## config.mk

```make
export PLATFORM = sky130hd
export DESIGN_NAME = bitmap_free_extent_trim_flat
export DESIGN_NICKNAME = d
export VERILOG_FILES = /design/src/rtl/core/bfet_pkg.sv /design/src/rtl/core/bfet_in_if.sv /design/src/rtl/core/bfet_out_if.sv /design/src/rtl/core/bfet_front.sv /design/src/rtl/core/bfet_queue.sv /design/src/rtl/core/bfet_back.sv /design/src/rtl/core/bitmap_free_extent_trim.sv /design/src/flat_wrapper.sv
export SDC_FILE = /design/constraint.sdc
export NUM_CORES = 2
export LEC_CHECK = 0
export ABC_AREA = 1
export BUFFER_PORTS_ARGS = -buffer_cell sky130_fd_sc_hd__buf_2
export CAP_MARGIN = 5
export CORE_ASPECT_RATIO = 1.75
export CORE_MARGIN = 2
export CORE_UTILIZATION = 30
export CTS_CLUSTER_SIZE = 24
export DETAILED_ROUTE_END_ITERATION = 8
export GPL_TIMING_DRIVEN = 1
export HOLD_SLACK_MARGIN = 0.1
export PLACE_DENSITY_LB_ADDON = 0.2
export SYNTH_ARGS = -nofsm -noshare
export SYNTH_HDL_FRONTEND = slang
export SYNTH_HIERARCHICAL = 1
export SYNTH_SLANG_ARGS = --single-unit
```

## constraint.sdc

```tcl
create_clock -name clk -period 10.4 [get_ports clk]
set_input_delay 2.08 -clock clk [delete_from_list [all_inputs] [get_ports clk]]
set_output_delay 2.08 -clock clk [all_outputs]
set_load 0.02 [all_outputs]
```

## src/rtl/core/bfet_pkg.sv

```systemverilog
package bfet_pkg;

  localparam int BLOCKS_PER_BYTE = 4;
  localparam int BLK_W           = 64;
  localparam int LEN_W           = 32;
  localparam int OFF_W           = 2;
  localparam int SEG_LEN_W       = 3;
  localparam int CFG_IDX_W       = 1;
  localparam int CFG_DATA_W      = 32;

  localparam logic [LEN_W-1:0] LEN_MAX = '1;

  localparam logic KIND_BYTE  = 1'b0;
  localparam logic KIND_END   = 1'b1;
  localparam logic RES_EXTENT = 1'b0;
  localparam logic RES_TOTAL  = 1'b1;

  typedef enum logic [CFG_IDX_W-1:0] {
    CFG_MIN_EXTENT_LEN   = 1'b0,
    CFG_COMPARE_WITH_OLD = 1'b1
  } cfg_reg_t;

  // Up to two runs of qualifying blocks inside one byte
  typedef struct packed {
    logic                 s0_vld;
    logic [OFF_W-1:0]     s0_off;
    logic [SEG_LEN_W-1:0] s0_len;
    logic                 s1_vld;
    logic [OFF_W-1:0]     s1_off;
    logic [SEG_LEN_W-1:0] s1_len;
  } seg_t;

  typedef struct packed {
    logic                 is_end;
    logic                 s0_vld;
    logic [BLK_W-1:0]     s0_start;
    logic [SEG_LEN_W-1:0] s0_len;
    logic                 s1_vld;
    logic [BLK_W-1:0]     s1_start;
    logic [SEG_LEN_W-1:0] s1_len;
  } op_t;

  typedef struct packed {
    logic             result_kind;
    logic [BLK_W-1:0] extent_start;
    logic [LEN_W-1:0] extent_len;
    logic [LEN_W-1:0] trimmed_total;
    logic             last;
  } result_t;

  function automatic seg_t seg_split(logic [BLOCKS_PER_BYTE-1:0] m);
    seg_t       s;
    logic       in_run;
    logic [1:0] nseg;
    s      = '0;
    in_run = 1'b0;
    nseg   = 2'd0;
    for (int i = 0; i < BLOCKS_PER_BYTE; i++) begin
      if (m[i]) begin
        if (!in_run) begin
          if (nseg == 2'd0) begin
            s.s0_vld = 1'b1;
            s.s0_off = OFF_W'(i);
            s.s0_len = SEG_LEN_W'(1);
          end else begin
            s.s1_vld = 1'b1;
            s.s1_off = OFF_W'(i);
            s.s1_len = SEG_LEN_W'(1);
          end
          nseg = nseg + 2'd1;
        end else if (nseg == 2'd1) begin
          s.s0_len = s.s0_len + SEG_LEN_W'(1);
        end else begin
          s.s1_len = s.s1_len + SEG_LEN_W'(1);
        end
        in_run = 1'b1;
      end else begin
        in_run = 1'b0;
      end
    end
    return s;
  endfunction

endpackage

```

## src/rtl/core/bfet_in_if.sv

```systemverilog
interface bfet_in_if;
  logic        valid;
  logic        ready;
  logic        kind;
  logic [63:0] block_base;
  logic [7:0]  new_byte;
  logic [7:0]  ref_byte;

  modport source (output valid, kind, block_base, new_byte, ref_byte, input ready);
  modport sink   (input valid, kind, block_base, new_byte, ref_byte, output ready);
endinterface

```

## src/rtl/core/bfet_out_if.sv

```systemverilog
interface bfet_out_if;
  logic        valid;
  logic        ready;
  logic        result_kind;
  logic [63:0] extent_start;
  logic [31:0] extent_len;
  logic [31:0] trimmed_total;
  logic        last;

  modport source (output valid, result_kind, extent_start, extent_len, trimmed_total, last,
                  input ready);
  modport sink   (input valid, result_kind, extent_start, extent_len, trimmed_total, last,
                  output ready);
endinterface

```

## src/rtl/core/bfet_front.sv

```systemverilog
module bfet_front (
  bfet_in_if.sink         in,
  input  logic            compare_with_old,
  input  logic            q_full,
  output logic            push,
  output bfet_pkg::op_t   op
);

  logic [bfet_pkg::BLOCKS_PER_BYTE-1:0] qual;
  bfet_pkg::seg_t                       seg;

  always_comb begin
    for (int i = 0; i < bfet_pkg::BLOCKS_PER_BYTE; i++) begin
      if (compare_with_old) begin
        qual[i] = ~(in.new_byte[2*i] | in.new_byte[2*i+1]) &
                  (in.ref_byte[2*i] | in.ref_byte[2*i+1]);
      end else begin
        qual[i] = ~(in.ref_byte[2*i] | in.ref_byte[2*i+1]);
      end
    end
  end

  assign seg = bfet_pkg::seg_split(qual);

  always_comb begin
    op.is_end   = (in.kind == bfet_pkg::KIND_END);
    op.s0_vld   = !op.is_end && seg.s0_vld;
    op.s0_start = in.block_base + bfet_pkg::BLK_W'(seg.s0_off);
    op.s0_len   = seg.s0_len;
    op.s1_vld   = !op.is_end && seg.s1_vld;
    op.s1_start = in.block_base + bfet_pkg::BLK_W'(seg.s1_off);
    op.s1_len   = seg.s1_len;
  end

  assign in.ready = !q_full;
  // drop bytes with no qualifying block: they leave the run untouched
  assign push     = in.valid && !q_full && (op.is_end || op.s0_vld);

endmodule

```

## src/rtl/core/bfet_queue.sv

```systemverilog
module bfet_queue #(
  parameter int DEPTH = 2
) (
  input  logic          clk,
  input  logic          rst,
  input  logic          push,
  input  bfet_pkg::op_t wr_data,
  output logic          full,
  input  logic          pop,
  output logic          rd_valid,
  output bfet_pkg::op_t rd_data
);

  localparam int PTR_W = (DEPTH > 1) ? $clog2(DEPTH) : 1;
  localparam int CNT_W = $clog2(DEPTH + 1);

  bfet_pkg::op_t    mem [DEPTH];
  logic [PTR_W-1:0] wr_ptr;
  logic [PTR_W-1:0] rd_ptr;
  logic [CNT_W-1:0] count;

  assign full     = (count == CNT_W'(DEPTH));
  assign rd_valid = (count != '0);
  assign rd_data  = mem[rd_ptr];

  always_ff @(posedge clk) begin
    if (push) begin
      mem[wr_ptr] <= wr_data;
    end
  end

  always_ff @(posedge clk) begin
    if (rst) begin
      wr_ptr <= '0;
      rd_ptr <= '0;
      count  <= '0;
    end else begin
      if (push) begin
        wr_ptr <= (wr_ptr == PTR_W'(DEPTH - 1)) ? '0 : wr_ptr + PTR_W'(1);
      end
      if (pop) begin
        rd_ptr <= (rd_ptr == PTR_W'(DEPTH - 1)) ? '0 : rd_ptr + PTR_W'(1);
      end
      if (push && !pop) begin
        count <= count + CNT_W'(1);
      end else if (pop && !push) begin
        count <= count - CNT_W'(1);
      end
    end
  end

`ifndef SYNTHESIS
  a_count_bound: assert property (@(posedge clk) disable iff (rst)
    count <= CNT_W'(DEPTH)) else $error("queue count beyond depth");
  a_pop_nonempty: assert property (@(posedge clk) disable iff (rst)
    pop |-> count != '0) else $error("pop from empty queue");
`endif

endmodule

```

## src/rtl/core/bfet_back.sv

```systemverilog
module bfet_back (
  input  logic                        clk,
  input  logic                        rst,
  input  logic                        op_valid,
  input  bfet_pkg::op_t               op,
  output logic                        pop,
  input  logic [bfet_pkg::LEN_W-1:0]  min_extent_len,
  bfet_out_if.source                  out
);

  localparam int BW = bfet_pkg::BLK_W;
  localparam int LW = bfet_pkg::LEN_W;

  logic                             phase, phase_next;
  logic [BW-1:0]                    run_start, run_start_next;
  logic [BW-1:0]                    run_end, run_end_next;
  logic [LW-1:0]                    run_len, run_len_next;
  logic [LW-1:0]                    trim_sum, trim_sum_next;
  bfet_pkg::result_t                res, res_next;
  logic                             out_valid;
  logic                             load;
  logic                             step;
  logic                             out_free;
  logic [BW-1:0]                    seg_start;
  logic [bfet_pkg::SEG_LEN_W-1:0]   seg_len;
  logic                             adj;
  logic [LW-1:0]                    room;
  logic                             fits;
  logic                             old_emit;
  logic                             emit;
  logic [LW-1:0]                    close_len;
  logic                             more;

  assign out_free = !out_valid || out.ready;
  assign step     = op_valid && out_free;

  always_comb begin
    seg_start = phase ? op.s1_start : op.s0_start;
    seg_len   = phase ? op.s1_len : op.s0_len;
    adj       = (run_len != '0) && (run_end == seg_start);
    room      = ~run_len;
    fits      = (room[LW-1:3] != '0) || (room[2:0] >= seg_len);
    old_emit  = (run_len != '0) && (run_len >= min_extent_len);

    phase_next     = phase;
    run_start_next = run_start;
    run_end_next   = run_end;
    run_len_next   = run_len;
    trim_sum_next  = trim_sum;
    res_next       = '0;
    load           = 1'b0;
    emit           = 1'b0;
    close_len      = run_len;
    more           = 1'b0;
    pop            = 1'b0;

    if (op.is_end) begin
      if (!phase && old_emit) begin
        // flush the open run; the total follows in the second phase
        res_next.result_kind  = bfet_pkg::RES_EXTENT;
        res_next.extent_start = run_start;
        res_next.extent_len   = run_len;
        load                  = 1'b1;
        trim_sum_next         = trim_sum + run_len;
        run_len_next          = '0;
        phase_next            = 1'b1;
      end else begin
        res_next.result_kind   = bfet_pkg::RES_TOTAL;
        res_next.trimmed_total = trim_sum;
        res_next.last          = 1'b1;
        load                   = 1'b1;
        run_start_next         = '0;
        run_end_next           = '0;
        run_len_next           = '0;
        trim_sum_next          = '0;
        phase_next             = 1'b0;
        pop                    = step;
      end
    end else begin
      if (adj && fits) begin
        run_len_next = run_len + LW'(seg_len);
      end else if (adj) begin
        // run saturates: close it at full length, rest starts a new run
        close_len      = bfet_pkg::LEN_MAX;
        emit           = 1'b1;
        run_start_next = seg_start + BW'(room[2:0]);
        run_len_next   = LW'(seg_len - room[2:0]);
      end else begin
        emit           = old_emit;
        run_start_next = seg_start;
        run_len_next   = LW'(seg_len);
      end
      run_end_next = seg_start + BW'(seg_len);
      more         = !phase && op.s1_vld;
      if (emit) begin
        res_next.result_kind  = bfet_pkg::RES_EXTENT;
        res_next.extent_start = run_start;
        res_next.extent_len   = close_len;
        // second run in the byte never touches the first: it closes it
        res_next.last         = !(more && (run_len_next >= min_extent_len));
        load                  = 1'b1;
        trim_sum_next         = trim_sum + close_len;
      end
      if (more) begin
        phase_next = 1'b1;
      end else begin
        phase_next = 1'b0;
        pop        = step;
      end
    end
  end

  always_ff @(posedge clk) begin
    if (rst) begin
      phase     <= 1'b0;
      run_start <= '0;
      run_end   <= '0;
      run_len   <= '0;
      trim_sum  <= '0;
      out_valid <= 1'b0;
    end else begin
      if (step) begin
        phase     <= phase_next;
        run_start <= run_start_next;
        run_end   <= run_end_next;
        run_len   <= run_len_next;
        trim_sum  <= trim_sum_next;
      end
      if (step && load) begin
        out_valid <= 1'b1;
      end else if (out.ready) begin
        out_valid <= 1'b0;
      end
    end
  end

  always_ff @(posedge clk) begin
    if (step && load) begin
      res <= res_next;
    end
  end

  assign out.valid         = out_valid;
  assign out.result_kind   = res.result_kind;
  assign out.extent_start  = res.extent_start;
  assign out.extent_len    = res.extent_len;
  assign out.trimmed_total = res.trimmed_total;
  assign out.last          = res.last;

`ifndef SYNTHESIS
  a_phase_has_op: assert property (@(posedge clk) disable iff (rst)
    phase |-> op_valid && (op.is_end || op.s1_vld)) else $error("second phase without work");
  a_total_clears: assert property (@(posedge clk) disable iff (rst)
    (step && op.is_end && res_next.result_kind == bfet_pkg::RES_TOTAL)
      |=> (run_len == '0 && trim_sum == '0 && !phase)) else $error("state not cleared");
`endif

endmodule

```

## src/rtl/core/bitmap_free_extent_trim.sv

```systemverilog
// Free-extent scanner for discard requests. Each bitmap byte item carries
// four blocks at two bits each, lowest pair first; qualifying blocks merge
// into runs, and a run that closes with at least min_extent_len blocks comes
// out as a discard extent and adds to the trimmed total. An end item flushes
// the open run, returns the total with last set and clears all state. The
// front end accepts one item per cycle while its queue (QUEUE_DEPTH entries)
// has room; the back end's run tracker retires one run piece per cycle while
// its output register is free, so a byte whose qualifying blocks form two
// pieces uses a second phase, as does an end item that also flushes an
// extent before the total. Results leave through an output register at one
// per cycle while the sink is ready. No clearing pass follows reset.
module bitmap_free_extent_trim #(
  parameter int QUEUE_DEPTH = 2
) (
  input  logic                               clk,
  input  logic                               rst,
  bfet_in_if.sink                            in,
  bfet_out_if.source                         out,
  input  logic                               cfg_we,
  input  logic [bfet_pkg::CFG_IDX_W-1:0]     cfg_index,
  input  logic [bfet_pkg::CFG_DATA_W-1:0]    cfg_data
);

  logic [bfet_pkg::LEN_W-1:0] min_extent_len;
  logic                       compare_with_old;
  logic                       q_full;
  logic                       push;
  logic                       pop;
  logic                       op_valid;
  bfet_pkg::op_t              wr_op;
  bfet_pkg::op_t              rd_op;

  always_ff @(posedge clk) begin
    if (rst) begin
      min_extent_len   <= bfet_pkg::LEN_W'(1);
      compare_with_old <= 1'b0;
    end else if (cfg_we) begin
      unique case (cfg_index)
        bfet_pkg::CFG_MIN_EXTENT_LEN:   min_extent_len   <= cfg_data[bfet_pkg::LEN_W-1:0];
        bfet_pkg::CFG_COMPARE_WITH_OLD: compare_with_old <= cfg_data[0];
        default: ;
      endcase
    end
  end

  bfet_front u_front (
    .in               (in),
    .compare_with_old (compare_with_old),
    .q_full           (q_full),
    .push             (push),
    .op               (wr_op)
  );

  bfet_queue #(
    .DEPTH (QUEUE_DEPTH)
  ) u_queue (
    .clk      (clk),
    .rst      (rst),
    .push     (push),
    .wr_data  (wr_op),
    .full     (q_full),
    .pop      (pop),
    .rd_valid (op_valid),
    .rd_data  (rd_op)
  );

  bfet_back u_back (
    .clk            (clk),
    .rst            (rst),
    .op_valid       (op_valid),
    .op             (rd_op),
    .pop            (pop),
    .min_extent_len (min_extent_len),
    .out            (out)
  );

endmodule
```

## src/flat_wrapper.sv

```systemverilog
// flat-port wrapper written by rule: the top's interface ports become plain ports
module bitmap_free_extent_trim_flat 
#(
  parameter int QUEUE_DEPTH = 2
)
  (clk, rst, cfg_we, cfg_index, cfg_data, in_valid, in_kind, in_block_base, in_new_byte, in_ref_byte, in_ready, out_valid, out_result_kind, out_extent_start, out_extent_len, out_trimmed_total, out_last, out_ready);
  bfet_in_if in_i ();
  bfet_out_if out_i ();
  input  logic clk;
  input  logic rst;
  input  logic cfg_we;
  input  logic [bfet_pkg::CFG_IDX_W-1:0] cfg_index;
  input  logic [bfet_pkg::CFG_DATA_W-1:0] cfg_data;
  input wire logic [$bits(in_i.valid)-1:0] in_valid;
  input wire logic [$bits(in_i.kind)-1:0] in_kind;
  input wire logic [$bits(in_i.block_base)-1:0] in_block_base;
  input wire logic [$bits(in_i.new_byte)-1:0] in_new_byte;
  input wire logic [$bits(in_i.ref_byte)-1:0] in_ref_byte;
  output wire logic [$bits(in_i.ready)-1:0] in_ready;
  output wire logic [$bits(out_i.valid)-1:0] out_valid;
  output wire logic [$bits(out_i.result_kind)-1:0] out_result_kind;
  output wire logic [$bits(out_i.extent_start)-1:0] out_extent_start;
  output wire logic [$bits(out_i.extent_len)-1:0] out_extent_len;
  output wire logic [$bits(out_i.trimmed_total)-1:0] out_trimmed_total;
  output wire logic [$bits(out_i.last)-1:0] out_last;
  input wire logic [$bits(out_i.ready)-1:0] out_ready;
  assign in_i.valid = in_valid;
  assign in_i.kind = in_kind;
  assign in_i.block_base = in_block_base;
  assign in_i.new_byte = in_new_byte;
  assign in_i.ref_byte = in_ref_byte;
  assign in_ready = in_i.ready;
  assign out_valid = out_i.valid;
  assign out_result_kind = out_i.result_kind;
  assign out_extent_start = out_i.extent_start;
  assign out_extent_len = out_i.extent_len;
  assign out_trimmed_total = out_i.trimmed_total;
  assign out_last = out_i.last;
  assign out_i.ready = out_ready;
  bitmap_free_extent_trim #(.QUEUE_DEPTH(QUEUE_DEPTH)) u_core (.clk(clk), .rst(rst), .in(in_i), .out(out_i), .cfg_we(cfg_we), .cfg_index(cfg_index), .cfg_data(cfg_data));
endmodule
```

# ---- After elaboration in Yosys (flattened, before gate mapping)
# Memories as Yosys holds them, arrays and structs flattened. A register that Yosys moved wholly into a read port is not among the register bits.
# Index checks and enable logic that the tools add are counted.
dict set report word_totals {
  elab_cells 194
  ram_bits 274
  out_inout_bits 132
  register_bits 361
  mem_count 1
}
dict set report op_classes {
  n_addsub 20
  muxes 85
  reduce_logical 39
  magnitude_cmp 3
  n_eq_ne 7
  n_bitwise 23
}
# name depth width read_ports rd_ports_with_merged_regs write_ports line
set memory_table {}
lappend memory_table {u_core.u_queue.mem 2 137 1 1 1 bfet_queue.sv:17} ;# bfet_pkg::op_t mem [DEPTH];
# operator n
set op_table {}
lappend op_table {{2-to-1 mux 64 bit} 6}
lappend op_table {{2-to-1 mux 32 bit} 10}
lappend op_table {{2-to-1 mux 96 bit} 2}
lappend op_table {{adder 64 x 2 -> 64 bit} 2}
lappend op_table {{adder 64 x 3 -> 64 bit} 2}
lappend op_table {{2-to-1 mux 97 bit} 1}
lappend op_table {{adder 32 bit} 2}
lappend op_table {{== test 64 bit} 1}
lappend op_table {{>= comparator 32 bit} 2}
lappend op_table {{2-to-1 mux 3 bit} 19}
lappend op_table {{2-to-1 mux 12 bit} 4}
lappend op_table {{2-to-1 mux 6 bit} 6}
lappend op_table {{adder 32 x 3 -> 32 bit} 1}
lappend op_table {{NOT 32 bit} 1}
lappend op_table {{nonzero test 32 bit} 1}
lappend op_table {{2-to-1 mux 1 bit} 31}
lappend op_table {{nonzero test 29 bit} 1}
lappend op_table {{adder 3 x 1 -> 3 bit, second input constant} 6}
lappend op_table {{logical AND 1 bit} 14}
lappend op_table {{2-to-1 mux 2 bit} 6}
lappend op_table {{NOT 1 bit} 10}
lappend op_table {{OR 1 bit} 8}
lappend op_table {{AND reduction 2 bit} 4}
lappend op_table {{nonzero test 2 bit} 4}
lappend op_table {{other kinds (15)} 33}

# ---- Longest topological paths before layout
dict set report logic_depth {
  word_depth 24
  depth_mapped 32
  ltp_nobuf 30
}

# ---- By module
# Netlist, hierarchy kept.
# module instances cells_each area_per_inst_um2
set by_module_without_submodules {}
lappend by_module_without_submodules {bfet_back 1 4501 27169.8}
lappend by_module_without_submodules {bfet_queue 1 459 10191.0}
lappend by_module_without_submodules {bfet_front 1 760 3831.2}
lappend by_module_without_submodules {bitmap_free_extent_trim 1 212 1506.4}

# ---- Worst setup path after synthesis
# Ideal clock, no wire load.
dict set report synth_path {
  path_kind {input port to flip-flop}
  from {input in_new_byte[3]}
  to {memory u_core/u_queue/mem[0][0] (netlist name) (enable)}
  n_path_buf 0
  slack_ns 1.067
  setup_time_ns 0.639
  cell_stages 10
  required_time_ns 9.761
  arrival_time_ns 8.694
  cell_sequence {nor2_1 > nand2_1 > nand2_1 > nand2_1 > ha_1 > nand3_1 > nand2_1 > inv_1 > inv_1 > nor2_1}
}
dict set report synth_between {
  elab_chain_len 17
}
# element line
set synth_rtl {}
lappend synth_rtl {{from (decl)} flat_wrapper.sv:17} ;# input wire logic [$bits(in_i.new_byte)-1:0] in_new_byte;
lappend synth_rtl {{OR 1 bit (*)} bfet_front.sv:15} ;# qual[i] = ~(in.new_byte[2*i] | in.new_byte[2*i+1]) &
lappend synth_rtl {{NOT 1 bit (*)} bfet_front.sv:15}
lappend synth_rtl {{AND 1 bit (*)} bfet_front.sv:15}
lappend synth_rtl {{2-to-1 mux 1 bit (*)} bfet_front.sv:14} ;# if (compare_with_old) begin
lappend synth_rtl {{2-to-1 mux 2 bit} bfet_pkg.sv:59} ;# if (m[i]) begin
lappend synth_rtl {{adder 2 x 1 -> 2 bit or logical NOT 2 bit (tied branches)} {bfet_pkg.sv:70, bfet_pkg.sv:61}}
lappend synth_rtl {{2-to-1 mux 2 bit or 2-to-1 mux 6 bit (tied branches)} {bfet_pkg.sv:60, bfet_pkg.sv:61}}
lappend synth_rtl {{2-to-1 mux 2 bit or 2-to-1 mux 3 bit (tied branches)} {bfet_pkg.sv:59, bfet_pkg.sv:60}}
lappend synth_rtl {{(+2 left out)} n/a}
lappend synth_rtl {{2-to-1 mux 3 bit} bfet_pkg.sv:60} ;# if (!in_run) begin
lappend synth_rtl {{2-to-1 mux 12 bit (*)} bfet_pkg.sv:59}
lappend synth_rtl {{logical AND 1 bit (*)} bfet_front.sv:27} ;# op.s0_vld = !op.is_end && seg.s0_vld;
lappend synth_rtl {{logical OR 1 bit (*)} bfet_front.sv:37} ;# assign push = in.valid && !q_full && (op.is_end || op.s0_vld);
lappend synth_rtl {{logical AND 1 bit (*)} bfet_front.sv:37}
lappend synth_rtl {{net u_core.push} bitmap_free_extent_trim.sv:27} ;# logic push;
lappend synth_rtl {{2-to-1 mux 1 bit (*)} bfet_queue.sv:27} ;# if (push) begin
lappend synth_rtl {{2-to-1 mux 1 bit (implied by the code) (*)} bfet_queue.sv:28} ;# mem[wr_ptr] <= wr_data;
lappend synth_rtl {{to (decl)} bfet_queue.sv:17}
# The timed path passes the listed nets; every way through them passes the cells marked *.

==> results.toml <==
[run_status]
status = "finished, final reports clean"

[cts]
post-cts-setup-buffers = 0
cts-hold-fix-buffers = 0
clk_pin_slew_ns = 0.06
clock_latency_ns = 0.70
cts.repair.resized = 0
cts_buffer_depth = 3
cts_sinks = 634
cts-htree-levels = 3
clockRootBuffer = "clkbuf_16"
cts_made_buffers = 68
cts_tree = "yes"

[global_routing]
grt_pass1_wl_um = 264000
antenna_found_initial = 4
grtUsageTotal = 0.251
grt_pass1_vias = 39135
grt_max_degree = 131
grt_overflow_total = 0

[sta]
finClkSkew_ns = 0.0421
hold_viol = 0
fin_hold_ws_ns = 0.483
slew_headroom = 0.197
max_freq_ghz = 0.158
fin_crit_ns = 6.33
maxSlewViolCount = 0
fin_crit_sh = 0.609
worst_pin_slew_ns = 1.20
grt_setup_unrepaired = "false"
fin_tns_setup_ns = 0
finalSetupViolations = 0

[pwr]
ir_worst_vdd_uv = 155
power_density_nw_per_um2 = 255
leakage_nw = 20.6
p_total_mw = 12.2

[synth]
synth_nets = 6205
ys_warn_count = 6
syn-mean-instance-area_um2 = 7.19
netlist_instances = 5928
syn_area_um2 = 42600

[layout]
final_core_util = 0.337
layout.cells.non_filler = 7988
drive_gt1_frac = 0.111
seqCellArea_um2 = 16700
areaGrowthSynthToFinish_pct = 11.9
multiInputGateArea_um2 = 22000
nNetsFinal = 6359
num-fill-cells = 15368

[routing]
viasPerCell = 4.90
ant_nets = 0
dr.pass1.iters = 5
drc = 0
wl_per_cell_um = 23.1
routed_wl_um = 184000
dr.first_iter.drc_count = 2642
vias = 39144

[setup_path]
crit_path_top_delay_cell = "dfxtp_4"
critPathMaxStageDelay_ns = 0.72
worst-setup-path-type = "register to register"
crit_top_cell = "nand2_1"
path_cells = "buf_4 > mux2_2 > nand2_1 > nand2_2 > nand2_1 > nand2_1 > nor2_1 > nand2_1 > nor2_1 > nand3_1 > nor2_1 > buf_4 > nand2_2 > a21oi_2 > ha_1 > nand2_1 > nor2_1 > nand4_1 > nor4_1 > nand4_1 > nand3_1 > nand3_1 > nand3_1 > nand2_1"
path_max_fanout = 41
crit_path_start_kind = "register"
crit_path_end_kind = "register"
required_ns = 10.82
arrival_ns = 6.75

[placed_design]
gp_congestion = 1.03
placed_cells = 7861
numPortBuffers = 250
dp_hpwl_um = 147000

[min_path]
hold_path.class = "register to register"

[floorplan]
rows = 183
io_pins = 251
coreArea_um2 = 142000
initial_utilization = 0.301
die-area_um2 = 145000
die_h_um = 503
dieWidth_um = 289

[flow_run]
maxCapViolCount = 0
==> critical path, delay by kind of cell (launching register included) <==
family	cells	cell delay (ns)
AND/OR/NAND/NOR	19	3.44
buffers and inverters	2	0.83
flip-flops	1	0.72
multiplexers	1	0.44
AO/OA/AOI/OAI	1	0.36
adder cells (fa/ha/maj)	1	0.18
==> layout make-up <==
| type | instances | share of cell area |
|---|---|---|
| Sequential cell | 634 | 0.351 |
| Multi-Input combinational cell | 4364 | 0.462 |
| Inverter | 719 | 0.0567 |
| Timing Repair Buffer | 295 | 0.0343 |
| Antenna cell | 1 | 0.0000525 |
| Clock inverter | 43 | 0.00931 |
| Tap cell | 1850 | 0.0485 |
| Clock buffer | 82 | 0.0383 |
==> state kept, by name (all words and copies together) (netlist names), named ones only <==
name                             count
u_core/u_queue/count                 2
u_core/min_extent_len               32
u_core/u_back/phase                  1
u_core/u_back/out.extent_len        32
u_core/u_back/out.last               1
u_core/u_queue/mem                 272
u_core/u_back/out.extent_start      64
u_core/u_queue/rd_ptr                1
u_core/u_back/run_start             64
u_core/u_back/run_len               32
u_core/u_queue/wr_ptr                1
u_core/u_back/out.trimmed_total     32
u_core/u_back/run_end               64
u_core/u_back/out.result_kind        1
u_core/u_back/out.valid              1
u_core/u_back/trim_sum              32
u_core/compare_with_old              1
==> power by group <==
part | internal (mW) | leakage (nW) | switching [mW]
clock | 1.42 | 1.08 | 1.12
combinational | 1.60 | 13.9 | 4.38
sequential | 3.33 | 5.68 | 0.332
==> placed cells by master, fill, tap and decap left out, types with 8 or more instances in the layout <==
cell type and count:
nand2_2 31, o22ai_1 13, clkbuf_1 10, a21oi_1 249, buf_4 42, mux2_2 136
a21o_1 8, o21ai_0 127, nand3b_1 16, nor2_2 28, xnor2_1 36, buf_2 249
dfxtp_1 230, and2_1 8, xor2_1 153, nand3_2 11, fa_1 9, or2_2 13
nand4_1 62, o21ai_1 17, o21bai_1 11, ha_1 149, edfxtp_1 402, nor3_1 45
inv_1 710, clkinvlp_4 8, clkbuf_16 71, nor4_1 10, nor2_1 846, nand2_1 1820
nand3_1 476, nor2_4 14, a21oi_2 24, a21boi_0 10
==> metrics by stage <==
step | worst slack (ns) | area [µm²]
6_report | 4.07 | 47700
5_1_grt | 3.59 | 47700
4_1_cts | 4.06 | 47700
3_5_place_dp | 4.06 | 45400
3_3_place_gp | 4.12 | 45400
2_1_floorplan | 1.12 | 42600
==> worst paths after layout <==
path / cells past startpoint / to / from / slack, ns
hold / removal: 2 / u_core/u_back/run_end[39]$_SDFFE_PP0P_ / u_core/u_back/run_end[39]$_SDFFE_PP0P_ / 0.48
setup reg to reg: 24 / u_core/u_back/out.last$_DFFE_PP_ / register / 4.07
setup / recovery: 24 / u_core/u_back/out.last$_DFFE_PP_ / register / 4.07
hold reg to reg: 2 / u_core/u_back/run_end[39]$_SDFFE_PP0P_ / u_core/u_back/run_end[39]$_SDFFE_PP0P_ / 0.48
==> layer usage <==
| layer | global-route usage | wire [µm] | up-vias |
|---|---|---|---|
| met3 | 0.0257 | 6250 | 478 |
| met4 | 0.213 | 18300 | 0 |
| li1 | - | - | 19265 |
| met1 | 0.258 | 67200 | 18288 |
| met5 | 0 | 0 | - |
| met2 | 0.454 | 92400 | 1113 |
No activity file was read; power rests on OpenSTA's default activity.
